$ cat config.mk
export PLATFORM = sky130hd
export DESIGN_NAME = compressor_cycle_speed_controller
export DESIGN_NICKNAME = d
export VERILOG_FILES = /design/src/hdl/ccsc_pkg.sv /design/src/hdl/ccsc_ctrl.sv /design/src/hdl/ccsc_dp.sv /design/src/hdl/compressor_cycle_speed_controller.sv
export SDC_FILE = /design/constraint.sdc
export NUM_CORES = 1
export LEC_CHECK = 0
export BUFFER_PORTS_ARGS = -buffer_cell sky130_fd_sc_hd__buf_2
export CAP_MARGIN = 5
export CORE_MARGIN = 4
export CORE_UTILIZATION = 60
export CTS_CLUSTER_SIZE = 30
export DETAILED_ROUTE_END_ITERATION = 10
export PLACE_DENSITY = 0.75
export SLEW_MARGIN = 20
export SYNTH_ARGS = -nofsm -noshare
export SYNTH_HDL_FRONTEND = slang
export SYNTH_SLANG_ARGS = --single-unit
$ cat constraint.sdc
create_clock -name clock -period 9.1 [get_ports clock]
set_clock_uncertainty 0.15 [all_clocks]
set_input_delay 2.275 -clock clock [delete_from_list [all_inputs] [get_ports clock]]
set_output_delay 2.275 -clock clock [all_outputs]
set_load 0.1 [all_outputs]
$ cat src/hdl/ccsc_pkg.sv
// ----------------------------------------------------------------------------
// ccsc_pkg
// Shared types and constants of the compressor cycle and speed controller.
// ----------------------------------------------------------------------------
package ccsc_pkg;

   // compressor phase, also the value on the rsp_phase port
   typedef enum logic [1:0] {
      PH_LOCKOUT  = 2'd0,
      PH_OFF      = 2'd1,
      PH_STARTING = 2'd2,
      PH_RUN      = 2'd3
   } phase_type;

   // sequencer states
   typedef enum logic [1:0] {
      ST_IDLE = 2'd0,
      ST_MUL  = 2'd1,
      ST_DIV  = 2'd2,
      ST_EXEC = 2'd3
   } ctrl_state_type;

   // commands from controller to datapath
   typedef struct packed {
      logic load;    // capture request beat, start remote scaling
      logic mul;     // remote power times cap
      logic div;     // scale product down by 100
      logic commit;  // apply tick, update drive outputs
   } cmd_type;

   // power mode codes
   localparam logic [1:0] MODE_ECO    = 2'd0;
   localparam logic [1:0] MODE_NORMAL = 2'd1;
   localparam logic [1:0] MODE_HIGH   = 2'd2;

   // register indexes
   localparam logic [2:0] CSR_SETPOINT  = 3'd0;
   localparam logic [2:0] CSR_MODE      = 3'd1;
   localparam logic [2:0] CSR_MIN_SPEED = 3'd2;
   localparam logic [2:0] CSR_MAX_SPEED = 3'd3;
   localparam logic [2:0] CSR_DEF_SPEED = 3'd4;
   localparam logic [2:0] CSR_HYST      = 3'd5;
   localparam logic [2:0] CSR_LIMIT     = 3'd6;
   localparam logic [2:0] CSR_LIMIT_ECO = 3'd7;

   localparam int CSR_IDX_W  = 3;
   localparam int CSR_DATA_W = 10;

   // x/5 as (x*205)>>10, exact for x below 1024
   localparam logic [7:0] DIV5_MUL   = 8'd205;
   localparam int         DIV5_SHIFT = 10;
   // x/100 as (x*1311)>>17, exact for x below 4699
   localparam logic [10:0] DIV100_MUL   = 11'd1311;
   localparam int          DIV100_SHIFT = 17;

   localparam logic [7:0] PHASE_TIMER_RESET = 8'd20;
   localparam logic [5:0] TREND_PERIOD      = 6'd60;
   localparam logic [5:0] ECO_SPAN          = 6'd3;
   localparam logic [4:0] NORMAL_DERATE     = 5'd2;

   localparam logic signed [11:0] DIFF_BOOST = 12'sd100;
   localparam logic signed [11:0] DIFF_WIDE  = 12'sd40;
   localparam logic signed [11:0] TREND_FAST = -12'sd5;
   localparam logic signed [11:0] TREND_SLOW = -12'sd1;

endpackage

$ cat src/hdl/ccsc_ctrl.sv
// ----------------------------------------------------------------------------
// ccsc_ctrl
// Sequencer: takes one request beat, steps the remote scaling, then commits
// the tick once the result register is free.
// ----------------------------------------------------------------------------
module ccsc_ctrl
   import ccsc_pkg::*;
(
   input  logic    clock,
   input  logic    reset,
   input  logic    req_valid,
   output logic    req_stall,
   output logic    rsp_valid,
   input  logic    rsp_stall,
   output cmd_type cmd
);

   ctrl_state_type state_ff, state_in;
   logic           rsp_valid_ff, rsp_valid_in;
   logic           out_busy;

   // result register still holds a beat that is not taken
   assign out_busy  = rsp_valid_ff && rsp_stall;
   assign req_stall = (state_ff != ST_IDLE);
   assign rsp_valid = rsp_valid_ff;

   // next state
   always_comb begin
      state_in = state_ff;
      case (state_ff)
         ST_IDLE: begin
            if (req_valid) state_in = ST_MUL;
         end
         ST_MUL:  state_in = ST_DIV;
         ST_DIV:  state_in = ST_EXEC;
         ST_EXEC: begin
            if (!out_busy) state_in = ST_IDLE;
         end
         default: state_in = ST_IDLE;
      endcase
   end

   // commands
   always_comb begin
      cmd = '0;
      case (state_ff)
         ST_IDLE: cmd.load   = req_valid;
         ST_MUL:  cmd.mul    = 1'b1;
         ST_DIV:  cmd.div    = 1'b1;
         ST_EXEC: cmd.commit = !out_busy;
         default: cmd = '0;
      endcase
   end

   // result valid flag
   always_comb begin
      rsp_valid_in = cmd.commit || out_busy;
   end

   always_ff @(posedge clock) begin
      if (reset) begin
         state_ff     <= ST_IDLE;
         rsp_valid_ff <= 1'b0;
      end else begin
         state_ff     <= state_in;
         rsp_valid_ff <= rsp_valid_in;
      end
   end

endmodule

$ cat src/hdl/ccsc_dp.sv
// ----------------------------------------------------------------------------
// ccsc_dp
// Datapath: configuration registers, request capture, remote power scaling,
// phase/timer/speed state and the held drive outputs.
// ----------------------------------------------------------------------------
module ccsc_dp
   import ccsc_pkg::*;
#(
   parameter int LOCKOUT_TICKS      = 120,
   parameter int START_DELAY_TICKS  = 10,
   parameter int MIN_RUN_TICKS      = 60,
   parameter int FAN_SPINDOWN_TICKS = 30,
   parameter int ECO_RESTART_HYST   = 30,
   parameter int HIGH_OVERSHOOT     = 10
) (
   input  logic                  clock,
   input  logic                  reset,
   input  cmd_type               cmd,
   input  logic                  csr_write,
   input  logic [CSR_IDX_W-1:0]  csr_index,
   input  logic [CSR_DATA_W-1:0] csr_wdata,
   input  logic                  req_kind,
   input  logic                  req_enabled,
   input  logic signed [10:0]    req_temperature_tenths,
   input  logic [7:0]            req_measured_power,
   input  logic [6:0]            req_remote_demand,
   input  logic [6:0]            req_remote_limit,
   output logic                  rsp_compressor_on,
   output logic                  rsp_fan_on,
   output logic [4:0]            rsp_speed_index,
   output logic [1:0]            rsp_phase
);

   localparam logic [7:0] LOCK_T  = 8'(LOCKOUT_TICKS);
   localparam logic [7:0] START_T = 8'(START_DELAY_TICKS);
   localparam logic [7:0] RUN_T   = 8'(MIN_RUN_TICKS);
   localparam logic [7:0] FAN_T   = 8'(FAN_SPINDOWN_TICKS);
   localparam logic signed [11:0] ECO_HYST  = 12'(ECO_RESTART_HYST);
   localparam logic signed [11:0] SHUT_HIGH = 12'sd0 - 12'(HIGH_OVERSHOOT);

   // configuration registers
   logic signed [9:0] setpoint_ff;
   logic [1:0]        mode_ff;
   logic [4:0]        min_speed_ff, max_speed_ff, def_speed_ff;
   logic [6:0]        hyst_ff;
   logic [7:0]        limit_ff, limit_eco_ff;

   // captured request
   logic              kind_ff, en_ff, remote_ff;
   logic signed [10:0] temp_ff;
   logic [7:0]        pwr_ff;
   logic [6:0]        rp_ff;
   logic [4:0]        cap_ff;
   logic [11:0]       prod_ff;
   logic [4:0]        remote_speed_ff;

   // controller state
   phase_type         phase_ff, phase_in;
   logic [7:0]        ptimer_ff, ptimer_in, ftimer_ff, ftimer_in;
   logic [4:0]        speed_ff, speed_in;
   logic signed [10:0] prev_ff, prev_in;
   logic [5:0]        count_ff, count_in;
   logic              comp_ff, comp_in, fan_ff, fan_in;
   logic [4:0]        drv_speed_ff, drv_speed_in;

   // shared terms
   logic [1:0]        mode;
   logic signed [11:0] diff;
   logic [14:0]       cap_prod;
   logic [22:0]       quot_prod;
   logic [4:0]        start_speed;
   logic [4:0]        run_speed;
   logic [5:0]        run_count;
   logic signed [10:0] run_prev;

   assign mode = (mode_ff == MODE_ECO || mode_ff == MODE_HIGH) ? mode_ff : MODE_NORMAL;
   assign diff = 12'(temp_ff) - 12'(setpoint_ff);

   // configuration writes
   always_ff @(posedge clock) begin
      if (reset) begin
         setpoint_ff  <= 10'sd40;
         mode_ff      <= MODE_NORMAL;
         min_speed_ff <= 5'd1;
         max_speed_ff <= 5'd20;
         def_speed_ff <= 5'd10;
         hyst_ff      <= 7'd20;
         limit_ff     <= 8'd200;
         limit_eco_ff <= 8'd100;
      end else if (csr_write) begin
         case (csr_index)
            CSR_SETPOINT:  setpoint_ff  <= $signed(csr_wdata);
            CSR_MODE:      mode_ff      <= csr_wdata[1:0];
            CSR_MIN_SPEED: min_speed_ff <= csr_wdata[4:0];
            CSR_MAX_SPEED: max_speed_ff <= csr_wdata[4:0];
            CSR_DEF_SPEED: def_speed_ff <= csr_wdata[4:0];
            CSR_HYST:      hyst_ff      <= csr_wdata[6:0];
            CSR_LIMIT:     limit_ff     <= csr_wdata[7:0];
            CSR_LIMIT_ECO: limit_eco_ff <= csr_wdata[7:0];
            default: ;
         endcase
      end
   end

   // remote scaling: cap = limit/5, then remote demand*cap, then /100
   assign cap_prod  = 15'(req_remote_limit) * 15'(DIV5_MUL);
   assign quot_prod = 23'(prod_ff) * 23'(DIV100_MUL);

   always_ff @(posedge clock) begin
      if (cmd.load) begin
         kind_ff   <= req_kind;
         en_ff     <= req_enabled;
         temp_ff   <= req_temperature_tenths;
         pwr_ff    <= req_measured_power;
         rp_ff     <= req_remote_demand;
         remote_ff <= (req_remote_demand != 7'd0) && (req_remote_limit != 7'd0);
         cap_ff    <= cap_prod[DIV5_SHIFT +: 5];
      end
      if (cmd.mul) prod_ff <= 12'(rp_ff) * 12'(cap_ff);
      if (cmd.div) remote_speed_ff <= quot_prod[DIV100_SHIFT +: 5];
   end

   // speed while starting
   always_comb begin
      if (remote_ff)                 start_speed = remote_speed_ff;
      else if (setpoint_ff > 10'sd0) start_speed = min_speed_ff;
      else                           start_speed = def_speed_ff;
   end

   // speed while running: mode cap, trend step every period, power derate; remote speed overrides
   always_comb begin
      logic [4:0]        hi, sp0, sp1;
      logic [5:0]        eco_hi, cnt_inc;
      logic [7:0]        thr;
      logic signed [11:0] trend, trend_thr;
      eco_hi    = {1'b0, min_speed_ff} + ECO_SPAN;
      hi        = max_speed_ff;
      sp1       = 5'd0;
      trend_thr = TREND_SLOW;
      case (mode)
         MODE_ECO:    hi = eco_hi[5] ? 5'd31 : eco_hi[4:0];
         MODE_NORMAL: begin
            if (max_speed_ff > NORMAL_DERATE) hi = max_speed_ff - NORMAL_DERATE;
         end
         default: hi = max_speed_ff;
      endcase
      sp0     = (speed_ff > hi) ? hi : speed_ff;
      thr     = (mode == MODE_ECO) ? limit_eco_ff : limit_ff;
      cnt_inc = count_ff + 6'd1;
      trend   = 12'(temp_ff) - 12'(prev_ff);
      sp1       = sp0;
      run_count = cnt_inc;
      run_prev  = prev_ff;
      if (cnt_inc == TREND_PERIOD) begin
         run_count = 6'd0;
         run_prev  = temp_ff;
         trend_thr = (diff > DIFF_WIDE) ? TREND_FAST : TREND_SLOW;
         if (mode == MODE_HIGH) begin
            sp1 = hi;
         end else if (diff > DIFF_BOOST && pwr_ff < thr) begin
            sp1 = hi;
         end else if (trend > trend_thr && sp0 < hi) begin
            sp1 = sp0 + 5'd1;
         end else if (trend < trend_thr && sp0 > min_speed_ff) begin
            sp1 = sp0 - 5'd1;
         end
      end
      if (mode != MODE_HIGH && sp1 > min_speed_ff && pwr_ff > thr) sp1 = sp1 - 5'd1;
      run_speed = sp1;
      if (remote_ff) begin
         run_speed = remote_speed_ff;
         run_count = count_ff;
         run_prev  = prev_ff;
      end
   end

   // tick / forced lockout next state
   always_comb begin
      logic [7:0]      pt1, ft1;
      phase_type       ph1;
      logic signed [11:0] restart_thr;
      pt1          = ptimer_ff;
      ft1          = ftimer_ff;
      ph1          = phase_ff;
      restart_thr  = (mode == MODE_ECO) ? ECO_HYST : 12'(hyst_ff);
      phase_in     = phase_ff;
      ptimer_in    = ptimer_ff;
      ftimer_in    = ftimer_ff;
      speed_in     = speed_ff;
      prev_in      = prev_ff;
      count_in     = count_ff;
      comp_in      = comp_ff;
      fan_in       = fan_ff;
      drv_speed_in = drv_speed_ff;
      if (kind_ff) begin
         comp_in      = 1'b0;
         fan_in       = 1'b0;
         drv_speed_in = 5'd0;
         ptimer_in    = LOCK_T;
         phase_in     = PH_LOCKOUT;
      end else if (en_ff) begin
         if (ptimer_ff != 8'd0) begin
            pt1 = ptimer_ff - 8'd1;
            if (pt1 == 8'd0 && phase_ff != PH_RUN) ph1 = phase_type'(phase_ff + 2'd1);
         end
         if (ftimer_ff != 8'd0) ft1 = ftimer_ff - 8'd1;
         phase_in  = ph1;
         ptimer_in = pt1;
         ftimer_in = ft1;
         case (ph1)
            PH_LOCKOUT: begin
               comp_in      = 1'b0;
               fan_in       = (ft1 != 8'd0);
               drv_speed_in = 5'd0;
            end
            PH_OFF: begin
               comp_in      = 1'b0;
               fan_in       = (ft1 != 8'd0);
               drv_speed_in = 5'd0;
               if (diff >= restart_thr && pt1 == 8'd0) begin
                  ptimer_in = START_T;
                  ftimer_in = START_T;
                  fan_in    = (START_T != 8'd0);
               end
            end
            PH_STARTING: begin
               speed_in     = start_speed;
               comp_in      = 1'b1;
               fan_in       = 1'b1;
               drv_speed_in = start_speed;
               if (pt1 == 8'd0) begin
                  count_in  = 6'd0;
                  prev_in   = temp_ff;
                  ptimer_in = RUN_T;
               end
            end
            PH_RUN: begin
               speed_in = run_speed;
               count_in = run_count;
               prev_in  = run_prev;
               if (mode == MODE_HIGH && diff <= 12'sd0 && diff > SHUT_HIGH) begin
                  // near setpoint in high mode: hold at minimum speed
                  if (run_speed > min_speed_ff) speed_in = min_speed_ff;
                  comp_in      = 1'b1;
                  fan_in       = 1'b1;
                  drv_speed_in = (run_speed > min_speed_ff) ? min_speed_ff : run_speed;
               end else if (diff <= ((mode == MODE_HIGH) ? SHUT_HIGH : 12'sd0)) begin
                  // shutdown: drive outputs keep their value this tick
                  phase_in  = PH_LOCKOUT;
                  ptimer_in = LOCK_T;
                  ftimer_in = FAN_T;
               end else begin
                  comp_in      = 1'b1;
                  fan_in       = 1'b1;
                  drv_speed_in = run_speed;
               end
            end
            default: ;
         endcase
      end
   end

   always_ff @(posedge clock) begin
      if (reset) begin
         phase_ff     <= PH_LOCKOUT;
         ptimer_ff    <= PHASE_TIMER_RESET;
         ftimer_ff    <= 8'd0;
         speed_ff     <= 5'd0;
         prev_ff      <= 11'sd0;
         count_ff     <= 6'd0;
         comp_ff      <= 1'b0;
         fan_ff       <= 1'b0;
         drv_speed_ff <= 5'd0;
      end else if (cmd.commit) begin
         phase_ff     <= phase_in;
         ptimer_ff    <= ptimer_in;
         ftimer_ff    <= ftimer_in;
         speed_ff     <= speed_in;
         prev_ff      <= prev_in;
         count_ff     <= count_in;
         comp_ff      <= comp_in;
         fan_ff       <= fan_in;
         drv_speed_ff <= drv_speed_in;
      end
   end

   // held drive state is the result register
   assign rsp_compressor_on = comp_ff;
   assign rsp_fan_on        = fan_ff;
   assign rsp_speed_index   = drv_speed_ff;
   assign rsp_phase         = phase_ff;

endmodule

$ cat src/hdl/compressor_cycle_speed_controller.sv
// ----------------------------------------------------------------------------
// compressor_cycle_speed_controller
// Once-per-second compressor phase, fan and speed controller.
// ----------------------------------------------------------------------------
// The result beat becomes valid once the sequencer has stepped the remote power
// scaling (capture, multiply, scale by 100) and committed the tick; no new
// request beat is taken meanwhile, and req_stall stays high until then.
// A stalled result holds the commit step until the result beat is taken.
// Reset (synchronous, active high): phase lockout, phase timer 20, all other controller
// state and drive outputs zero, registers at their documented defaults.
module compressor_cycle_speed_controller
   import ccsc_pkg::*;
#(
   parameter int LOCKOUT_TICKS      = 120,
   parameter int START_DELAY_TICKS  = 10,
   parameter int MIN_RUN_TICKS      = 60,
   parameter int FAN_SPINDOWN_TICKS = 30,
   parameter int ECO_RESTART_HYST   = 30,
   parameter int HIGH_OVERSHOOT     = 10
) (
   input  logic                  clock,
   input  logic                  reset,
   input  logic                  csr_write,
   input  logic [CSR_IDX_W-1:0]  csr_index,
   input  logic [CSR_DATA_W-1:0] csr_wdata,
   input  logic                  req_valid,
   output logic                  req_stall,
   input  logic                  req_kind,
   input  logic                  req_enabled,
   input  logic signed [10:0]    req_temperature_tenths,
   input  logic [7:0]            req_measured_power,
   input  logic [6:0]            req_remote_demand,
   input  logic [6:0]            req_remote_limit,
   output logic                  rsp_valid,
   input  logic                  rsp_stall,
   output logic                  rsp_compressor_on,
   output logic                  rsp_fan_on,
   output logic [4:0]            rsp_speed_index,
   output logic [1:0]            rsp_phase
);

   cmd_type cmd;

   // sequencer
   ccsc_ctrl u_ctrl (
      .clock     (clock),
      .reset     (reset),
      .req_valid (req_valid),
      .req_stall (req_stall),
      .rsp_valid (rsp_valid),
      .rsp_stall (rsp_stall),
      .cmd       (cmd)
   );

   // datapath
   ccsc_dp #(
      .LOCKOUT_TICKS      (LOCKOUT_TICKS),
      .START_DELAY_TICKS  (START_DELAY_TICKS),
      .MIN_RUN_TICKS      (MIN_RUN_TICKS),
      .FAN_SPINDOWN_TICKS (FAN_SPINDOWN_TICKS),
      .ECO_RESTART_HYST   (ECO_RESTART_HYST),
      .HIGH_OVERSHOOT     (HIGH_OVERSHOOT)
   ) u_dp (
      .clock                  (clock),
      .reset                  (reset),
      .cmd                    (cmd),
      .csr_write              (csr_write),
      .csr_index              (csr_index),
      .csr_wdata              (csr_wdata),
      .req_kind               (req_kind),
      .req_enabled            (req_enabled),
      .req_temperature_tenths (req_temperature_tenths),
      .req_measured_power     (req_measured_power),
      .req_remote_demand      (req_remote_demand),
      .req_remote_limit       (req_remote_limit),
      .rsp_compressor_on      (rsp_compressor_on),
      .rsp_fan_on             (rsp_fan_on),
      .rsp_speed_index        (rsp_speed_index),
      .rsp_phase              (rsp_phase)
   );

endmodule

==> metrics.csv, run 1 <==
metric,value,unit
status,"finished, final reports clean",
drt initial violations,761,
Critical R2R Launch,u_dp.max_speed_ff[1]$_SDFFE_PP0P_,
synthesized area,0.0139,mm2
PortBufs,63,
first-pass GRT wire length,52.4,mm
number of global-route vias before repair,10971,
Post-Layout Cell Count,1891,
final wirelength,31.5,mm
DRC Markers,0,
largest family of logic cells by synthesized area,adder cells,
dpl cells,1854,
crit-path leading delay family,compound AO/OA/AOI/OAI gates,
Fin Setup TNS,0,ps
slowest CP cell,mux2_2,
CTS tree,yes,
Final ANT Viol Nets,0,
CORE AREA,0.0227,mm2
synthesized instance count,1527,
"Clk pin slew, worst setup/hold paths",70,ps
Synth Area in Adders,0.297,
CTS Buf Count,17,
clock tree sinks,151,
Die Width,160,um
RR Endpoint,u_dp.rsp_speed_index[2]$_SDFFE_PP0P_,
Met3 Wirelength,1.33,mm
distinct cell type count after synthesis,89,
GRT overflow,0,
Post-DP HPWL,24.0,mm
"commonest non-fill, non-tap cell in the layout",ha_1,
gpl congestion,0.916,
clk_lat worst skew,440,ps
FP Rows,55,
"Hold-fix buffers, CTS",0,
Total GRT Usage,0.245,
register area share after synthesis,0.255,
Top-Level Pins,64,
Slew Limit Fails,0,
"most used cell, CP",ha_1,
Syn Area/Cell,9.09,um2
"Hold Violations, Final",0,
ratio of cells with drive above 1 in the final layout,0.110,
largest cells by area after synthesis,"ha_1 20%, dfxtp_1 14%, edfxtp_1 11%",
Hold Crit Class,flop to flop,
Rel. slew slack,0.205,
worst slack at placement,-25.2,ps
reg2reg path depth,43,
diode count,0,
clock buffer depth,2,
kind of critical path,flop to flop,
Post-synth EDFFs,51,
vias per cell,5.91,
die area,0.0256,mm2
peak supply drop,502,uV
yosys warns,0,
Worst Setup End Kind,flop,
maximum fanout along the worst path,8,
Worst Tran Pin Value,1190,ps
Finish-stage setup viols,0,
DR top layer,met4,
Syn Nets,1870,
max_cap viols,0,
Nets,1936,
XOR/XNOR Fraction of Synth Area,0.0308,
Leakage,6.82,nW
CP Data Arrival Time,8930,ps
Tcrit/Tclk final,0.962,
Reg2Reg Setup Slack,340,ps
multiplexer share of the synthesized area,0.0395,
depth of the worst hold-timing path,2,
worst hold start,u_dp.prev_ff[3]$_SDFFE_PP0P_,
vias,11175,
Chip Height,160,um
Worst Hold End,u_dp.prev_ff[3]$_SDFFE_PP0P_,
Setup WS post-layout,343,ps
Synth Flop Type,dfxtp_1,
#FFs+latches synth,151,
wire per inst,16.7,um
Synth Area in Compound Gates,0.155,
first drt pass iteration count,5,
min cycle time layout,8760,ps
Root Buffer,clkbuf_16,
CTS HTree Levels,4,
Routed met2 length,14.9,mm
M1 wire length,14.6,mm
area delta synth->final,9.62,%
Yosys top cell by area,ha_1,
Bufs and invs on worst path,2,
startpoint types,flop,
CP Data Required Time,9280,ps
Starting Density,0.611,
pin count of the biggest net entering global routing,80,
initial antenna violation count,0,
max frequency,114,MHz
Simple-Gate Fraction of Synth Area,0.167,
Tot Pwr,6.08,mW
CP Depth,43,
Yosys top cell area share,0.202,
ys async rst share,0,
most frequent cells in the layout,"223 x ha_1, 169 x inv_1, 144 x nand2_1",
pwr dens,399,mW/mm2
peak per-stage delay on the critical path,400,ps
## cells by family (layout without fill, tap and decap cells)
kind of cell / Yosys count / count (layout)
AOI/OAI and AO/OA: 317 / 317
xor gates and xnor gates: 48 / 48
adders and majority gates: 290 / 290
buffers and inverters: 202 / 281
DFF: 151 / 151
muxes: 53 / 53
and+or+nand+nor: 466 / 466
## what timing repair did
action / 4_1_cts / 5_1_grt
gates resized for setup: 2 / 14
pin swaps: 0 / 3
setup endpoints to repair: 1 / 10
setup buffers: 0 / 5
endpoints found under the hold margin: 0 / 0
## how the worst max path moves through the flow
stage                                 startpoint                                    to  slack, ps
2_1_floorplan  u_dp.max_speed_ff[1]$_SDFFE_PP0P_  u_dp.rsp_speed_index[2]$_SDFFE_PP0P_        910
3_3_place_gp   u_dp.max_speed_ff[1]$_SDFFE_PP0P_  u_dp.rsp_speed_index[2]$_SDFFE_PP0P_        320
3_5_place_dp   u_dp.max_speed_ff[1]$_SDFFE_PP0P_  u_dp.rsp_speed_index[2]$_SDFFE_PP0P_        -30
5_1_grt        u_dp.max_speed_ff[1]$_SDFFE_PP0P_  u_dp.rsp_speed_index[2]$_SDFFE_PP0P_        -40
6_report       u_dp.max_speed_ff[1]$_SDFFE_PP0P_  u_dp.rsp_speed_index[2]$_SDFFE_PP0P_        340
4_1_cts        u_dp.max_speed_ff[1]$_SDFFE_PP0P_  u_dp.rsp_speed_index[2]$_SDFFE_PP0P_         10
## stage by stage
| stage | hold WS, ps | area [um2] | utilization |
|---|---|---|---|
| finish | 308 | 15200 | 0.670 |
| detailed placement | 297 | 14500 | 0.638 |
| global placement | 292 | 14500 | 0.638 |
| CTS | 306 | 15100 | 0.666 |
| global route | 321 | 15200 | 0.670 |
| floorplan | 283 | 13900 | - |
## metal layers
layer  up-vias  GRT usage
li1       5539          -
met1      5308      0.331
met2       268      0.414
met3        60     0.0276
met4         0     0.0798
met5         -          0
## worst register-to-register path, delay by kind of cell (launching register included)
family / cells / cell delay, ps
AO/OA/AOI/OAI: 19 / 3390
XOR/XNOR: 1 / 200
adder cells (fa/ha/maj): 5 / 1460
buffers and inverters: 2 / 220
flip-flops: 1 / 350
multiplexers: 2 / 640
AND/OR/NAND/NOR: 14 / 2230
## registers in the layout, indices dropped and copies added (netlist names), 5 cells and up
name,cells
u_dp.rp_ff,7
u_dp.min_speed_ff,5
u_dp.prod_ff,12
u_dp.limit_eco_ff,8
u_dp.temp_ff,11
u_dp.rsp_speed_index,5
u_dp.limit_ff,8
u_dp.pwr_ff,8
u_dp.remote_speed_ff,5
u_dp.max_speed_ff,5
u_dp.count_ff,6
u_dp.ftimer_ff,8
u_dp.def_speed_ff,5
u_dp.cap_ff,5
u_dp.speed_ff,5
u_dp.setpoint_ff,10
u_dp.ptimer_ff,8
u_dp.hyst_ff,7
u_dp.prev_ff,11
## area by class of cell
cell class / instances / area (um2)
clock buffers: 17 / 425
fillers: 1844 / 7490
inverters: 170 / 638
repair buffers: 79 / 435
flip-flops and latches: 151 / 3530
well taps: 285 / 357
multi-input cells: 1174 / 9640
clock inverters: 15 / 191
## cell usage after synthesis, types with 7 or more instances
| cell | instances |
|---|---|
| or3_1 | 8 |
| o31ai_1 | 7 |
| mux2i_1 | 47 |
| o2111ai_1 | 7 |
| o21ai_0 | 41 |
| nand3_1 | 27 |
| a211oi_1 | 7 |
| o21a_1 | 17 |
| o211ai_1 | 12 |
| o21bai_1 | 12 |
| nor3_1 | 34 |
| dfxtp_1 | 100 |
| nor2_1 | 115 |
| ha_1 | 224 |
| xnor2_1 | 29 |
| inv_1 | 169 |
| nor4_1 | 9 |
| a21o_1 | 24 |
| nand2_1 | 144 |
| a31oi_1 | 8 |
| a21oi_1 | 109 |
| edfxtp_1 | 51 |
| clkbuf_1 | 24 |
| or2_2 | 12 |
| nand3b_1 | 7 |
| o22ai_1 | 8 |
| and2_1 | 22 |
| nor2b_1 | 17 |
| fa_1 | 66 |
| nand2b_1 | 19 |
| nand4_1 | 14 |
| xor2_1 | 18 |
## report_power, final
part           internal (mW)  switching, mW
Clock                  0.376          0.363
Sequential             0.908          0.148
Combinational           1.97           2.31
No activity file was read; power rests on OpenSTA's default activity.
==> run 2: changes to the inputs <==
CORE_ASPECT_RATIO = 0.6   (was not set)
CORE_UTILIZATION = 25   (was 60)
PLACE_DENSITY = 0.36   (was 0.75)
==> run 2 against run 1 <==
First-iteration DRC count is 21% lower. Sequential power hardly changed. Routed wire length is 25% higher. Final area is 3.8% higher. Non-clock buffer count is 9 higher. Critical path depth is 3 lower. Via count is 3.7% lower. Power is 1.0% higher. Largest cell class unchanged. Largest power group unchanged. Highest routed layer unchanged.
==> metrics.csv, run 2 (synthesized netlist as in run 1, its figures left out) <==
metric,value,unit
status,"finished, final reports clean",
max frequency,116,MHz
first drt pass iteration count,6,
Top-Level Pins,64,
first-pass GRT wire length,62.5,mm
Comb pwr share,0.715,
Total GRT Usage,0.135,
Chip Height,191,um
CP Data Arrival Time,8790,ps
diode count,0,
min cycle time layout,8600,ps
Leakage,6.85,nW
Finish-stage setup viols,0,
peak per-stage delay on the critical path,440,ps
clock buffer depth,2,
DRC Markers,0,
startpoint types,flop,
Worst Tran Pin Value,1140,ps
PortBufs,63,
reg2reg path depth,40,
"commonest non-fill, non-tap cell in the layout",ha_1,
Finished Core Util,0.289,
worst hold start,u_dp.prev_ff[6]$_SDFFE_PP0P_,
Critical R2R Launch,u_dp.max_speed_ff[1]$_SDFFE_PP0P_,
peak supply drop,317,uV
"most used cell, CP",ha_1,
worst slack at placement,-27.9,ps
Setup WS post-layout,500,ps
crit-path leading delay family,compound AO/OA/AOI/OAI gates,
CP Data Required Time,9290,ps
wire per inst,16.7,um
Seq pwr share,0.174,
vias,10756,
dpl cells,2327,
CTS tree,yes,
"Hold-fix buffers, CTS",0,
Hold Crit Class,flop to flop,
Root Buffer,clkbuf_16,
Bufs and invs on worst path,3,
Tcrit/Tclk final,0.945,
Switching Fraction,0.464,
worst setup path start,u_dp.max_speed_ff[1]$_SDFFE_PP0P_,
number of global-route vias before repair,10553,
Nets,1945,
slowest CP cell,or4_1,
Post-DP HPWL,31.7,mm
FP Rows,66,
depth of the worst hold-timing path,2,
drt initial violations,599,
initial antenna violation count,1,
gpl congestion,0.849,
CORE AREA,0.0546,mm2
die area,0.0595,mm2
Rel. slew slack,0.236,
Worst Setup End Kind,flop,
Slew Limit Fails,0,
max reg flops,12,
"Clk pin slew, worst setup/hold paths",70,ps
clk_lat worst skew,450,ps
CTS Buf Count,17,
clock tree sinks,151,
biggest registers after layout,"u_dp.prod_ff (12), u_dp.prev_ff (11), u_dp.temp_ff (11)",
pin count of the biggest net entering global routing,77,
Final Instance Area,0.0158,mm2
kind of critical path,flop to flop,
Pint,3.29,mW
"Hold Violations, Final",0,
ratio of cells with drive above 1 in the final layout,0.113,
placed inst area,0.0151,mm2
GRT overflow,0,
Final ANT Viol Nets,0,
max_cap viols,0,
pwr dens,389,mW/mm2
area delta synth->final,13.8,%
NetSw,2.85,mW
maximum fanout along the worst path,7,
Post-Layout Cell Count,2363,
Die Width,312,um
Top reg by flops,u_dp.prod_ff,
most frequent cells in the layout,"223 x ha_1, 169 x inv_1, 144 x nand2_1",
Clock Power Share,0.111,
CTS HTree Levels,4,
vias per cell,4.55,
CP Depth,40,
Starting Density,0.254,
final wirelength,39.5,mm
[run 2: cell count changes in the layout (fill, tap and decap cells not counted), moves of 2 or more]
cell	previous run	this run
buf_4	16	25
clkbuf_1	0	2
clkinv_2	0	3
clkinv_8	6	0
inv_4	0	3
inv_8	6	0
[run 2: final cells by class]
class / count / area, um2
fillers: 5801 / 38800
multi-input cells: 1174 / 9640
flip-flops and latches: 151 / 3530
well taps: 748 / 936
inverters: 170 / 638
repair buffers: 88 / 503
clock buffers: 22 / 477
clock inverters: 10 / 67.6
[run 2: worst paths after layout]
path	endpoint	slack, ps
worst max-delay path	u_dp.rsp_speed_index[2]$_SDFFE_PP0P_	500
worst min-delay path	u_dp.prev_ff[6]$_SDFFE_PP0P_	310
worst max register to register	u_dp.rsp_speed_index[2]$_SDFFE_PP0P_	500
worst min register to register	u_dp.prev_ff[6]$_SDFFE_PP0P_	310
[run 2: routing by layer]
| layer | vias up | track usage | wire length, um |
|---|---|---|---|
| li1 | 5532 | - | - |
| met1 | 5098 | 0.223 | 23500 |
| met2 | 112 | 0.177 | 14600 |
| met3 | 14 | 0.0239 | 1120 |
| met4 | 0 | 0.0261 | 325 |
| met5 | - | 0 | 0 |
[run 2: stage by stage]
stage	hold slack [ps]	total power [mW]	TNS [ps]
floorplan	283	4.41	0
global placement	293	5.52	0
CTS	307	6.32	0
finish	306	6.14	0
global route	325	7.16	-4.70
detailed placement	298	5.56	-27.9
[run 2: timing repair]
item,CTS,global route
pin swaps,0,4
endpoints found under the setup margin,3,10
gates resized for setup,1,16
hold endpoints to repair,0,0
setup buffers,0,4
[run 2: power by group through the flow]
stage	combinational [mW]	clock, mW	sequential (mW)
finish	4.39	0.680	1.07
global route	5.33	0.740	1.09
CTS	4.54	0.711	1.07
detailed placement	4.47	0	1.09
global placement	4.43	0	1.09
floorplan	3.39	0	1.02
[run 2: worst reg2reg max path: cells and delay by family (launching register included)]
kind | cells | cell delay, ps
adders and majority gates | 5 | 1300
and+or+nand+nor | 14 | 2750
DFF | 1 | 360
buffers and inverters | 3 | 390
muxes | 1 | 240
AOI/OAI and AO/OA | 17 | 3290
==> run 3: changes to the inputs <==
CORE_UTILIZATION = 50   (was 25)
PLACE_DENSITY = 0.64   (was 0.36)
clock period = 8.9 ns   (was 9.1 ns; I/O delays follow)
==> run 3 against run 2 <==
Core utilization increased by 28 points. Via count increased by 4.2%. Count of clock-buffer cells in the layout down 3. Sequential cell count did not move. Combinational power grew 2%. Fmax grew 0.74%. Hold slack worse by 1.3 ps. Critical path depth grew 1. Global-route usage increased by 9.7 points. Final cell count down 17%. Power rose by 2.2%. Clock power increased by 4.1%.
==> metrics.csv, run 3 (synthesized netlist as in run 1, its figures left out) <==
metric,value,unit
pwr dens,409,mW/mm2
Reg2Reg Setup Slack,360,ps
DRC Markers,0,
worst slack at placement,-220,ps
Post-DP HPWL,27.7,mm
biggest registers after layout,"u_dp.prod_ff (12), u_dp.prev_ff (11), u_dp.temp_ff (11)",
Worst Tran Pin Value,1030,ps
max frequency,117,MHz
number of global-route vias before repair,10766,
first-pass GRT wire length,57.1,mm
Critical R2R Launch,u_dp.max_speed_ff[2]$_SDFFE_PP1P_,
worst setup path start,u_dp.max_speed_ff[2]$_SDFFE_PP1P_,
Rel. slew slack,0.305,
Finished Core Util,0.570,
vias,11209,
Fin Setup TNS,0,ps
gpl congestion,0.947,
Final Instance Area,0.0153,mm2
final hold slack,305,ps
Leakage,6.81,nW
initial antenna violation count,0,
Comb pwr share,0.714,
clock buffer depth,2,
"Hold Violations, Final",0,
clk_lat worst skew,460,ps
Hold Crit Class,flop to flop,
status,"finished, final reports clean",
Tcrit/Tclk final,0.959,
max reg flops,12,
"commonest non-fill, non-tap cell in the layout",ha_1,
depth of the worst hold-timing path,2,
Starting Density,0.517,
"most used cell, CP",ha_1,
placed inst area,0.0146,mm2
CTS Buf Count,17,
dpl cells,1930,
Setup WS post-layout,363,ps
Chip Height,137,um
Seq pwr share,0.173,
clock tree sinks,151,
Post-Layout Cell Count,1968,
Root Buffer,clkbuf_16,
Switching Fraction,0.465,
Die Width,223,um
Top reg by flops,u_dp.prod_ff,
maximum fanout along the worst path,7,
peak supply drop,451,uV
Total GRT Usage,0.233,
CP Data Arrival Time,8740,ps
CTS tree,yes,
drt initial violations,876,
CTS HTree Levels,4,
startpoint types,flop,
reg2reg path depth,41,
kind of critical path,flop to flop,
Nets,1938,
die area,0.0306,mm2
Finish-stage setup viols,0,
peak per-stage delay on the critical path,460,ps
final wirelength,35.1,mm
Pint,3.36,mW
FP Rows,46,
GRT overflow,0,
most frequent cells in the layout,"223 x ha_1, 167 x inv_1, 144 x nand2_1",
"Clk pin slew, worst setup/hold paths",70,ps
area delta synth->final,10.4,%
Tot Pwr,6.28,mW
# fillers,2455,
Worst Setup End Kind,flop,
max_cap viols,0,
CP Data Required Time,9100,ps
Slew Limit Fails,0,
worst hold start,u_dp.limit_eco_ff[3]$_SDFFE_PP0P_,
wire per inst,17.8,um
Top-Level Pins,64,
ratio of cells with drive above 1 in the final layout,0.116,
slowest CP cell,or4_4,
CORE AREA,0.0269,mm2
Final ANT Viol Nets,0,
NetSw,2.92,mW
diode count,0,
PortBufs,63,
Clock Power Share,0.113,
min cycle time layout,8540,ps
vias per cell,5.70,
pin count of the biggest net entering global routing,67,
first drt pass iteration count,5,
==> run 3: worst max-delay path: cells and delay by family (launching register included) <==
kind / cells / cell delay, ps
buffers and inverters: 3 / 290
adders and majority gates: 5 / 1240
muxes: 3 / 780
and+or+nand+nor: 12 / 2420
DFF: 1 / 370
AOI/OAI and AO/OA: 18 / 3190
==> run 3: worst paths after layout <==
kind                                                        endpoint
worst max-delay path            u_dp.rsp_speed_index[2]$_SDFFE_PP0P_
worst min-delay path               u_dp.limit_eco_ff[3]$_SDFFE_PP0P_
worst max register to register  u_dp.rsp_speed_index[2]$_SDFFE_PP0P_
worst min register to register     u_dp.limit_eco_ff[3]$_SDFFE_PP0P_
==> run 3: repair_timing <==
action / in CTS / in global routing
gates cloned: 0 / 1
pin swaps: 0 / 7
gates resized for setup: 3 / 25
endpoints found under the setup margin: 5 / 10
endpoints found under the hold margin: 0 / 0
setup buffers: 0 / 5
hold buffers: 0 / 0
==> run 3: power by group through the flow <==
stage | clock network, mW | registers (mW) | logic, mW
floorplan | 0 | 1.04 | 3.46
detailed placement | 0 | 1.10 | 4.48
global placement | 0 | 1.10 | 4.35
finish | 0.708 | 1.09 | 4.48
CTS | 0.719 | 1.09 | 4.54
global route | 0.749 | 1.11 | 5.26
==> run 3: layer usage <==
| metal | global-route usage | wire [um] | vias up |
|---|---|---|---|
| met5 | 0 | 0 | - |
| met4 | 0.0489 | 383 | 0 |
| met3 | 0.0506 | 2320 | 27 |
| met2 | 0.320 | 13500 | 277 |
| met1 | 0.368 | 18800 | 5375 |
| li1 | - | - | 5530 |
==> run 3: final cells by class <==
class | count | area, um2 | area share
Inverter | 170 | 638 | 0.0416
Sequential cell | 151 | 3540 | 0.231
Clock buffer | 19 | 454 | 0.0296
Tap cell | 360 | 450 | 0.0294
Clock inverter | 13 | 106 | 0.00694
Multi-Input combinational cell | 1175 | 9700 | 0.633
Timing Repair Buffer | 80 | 443 | 0.0289
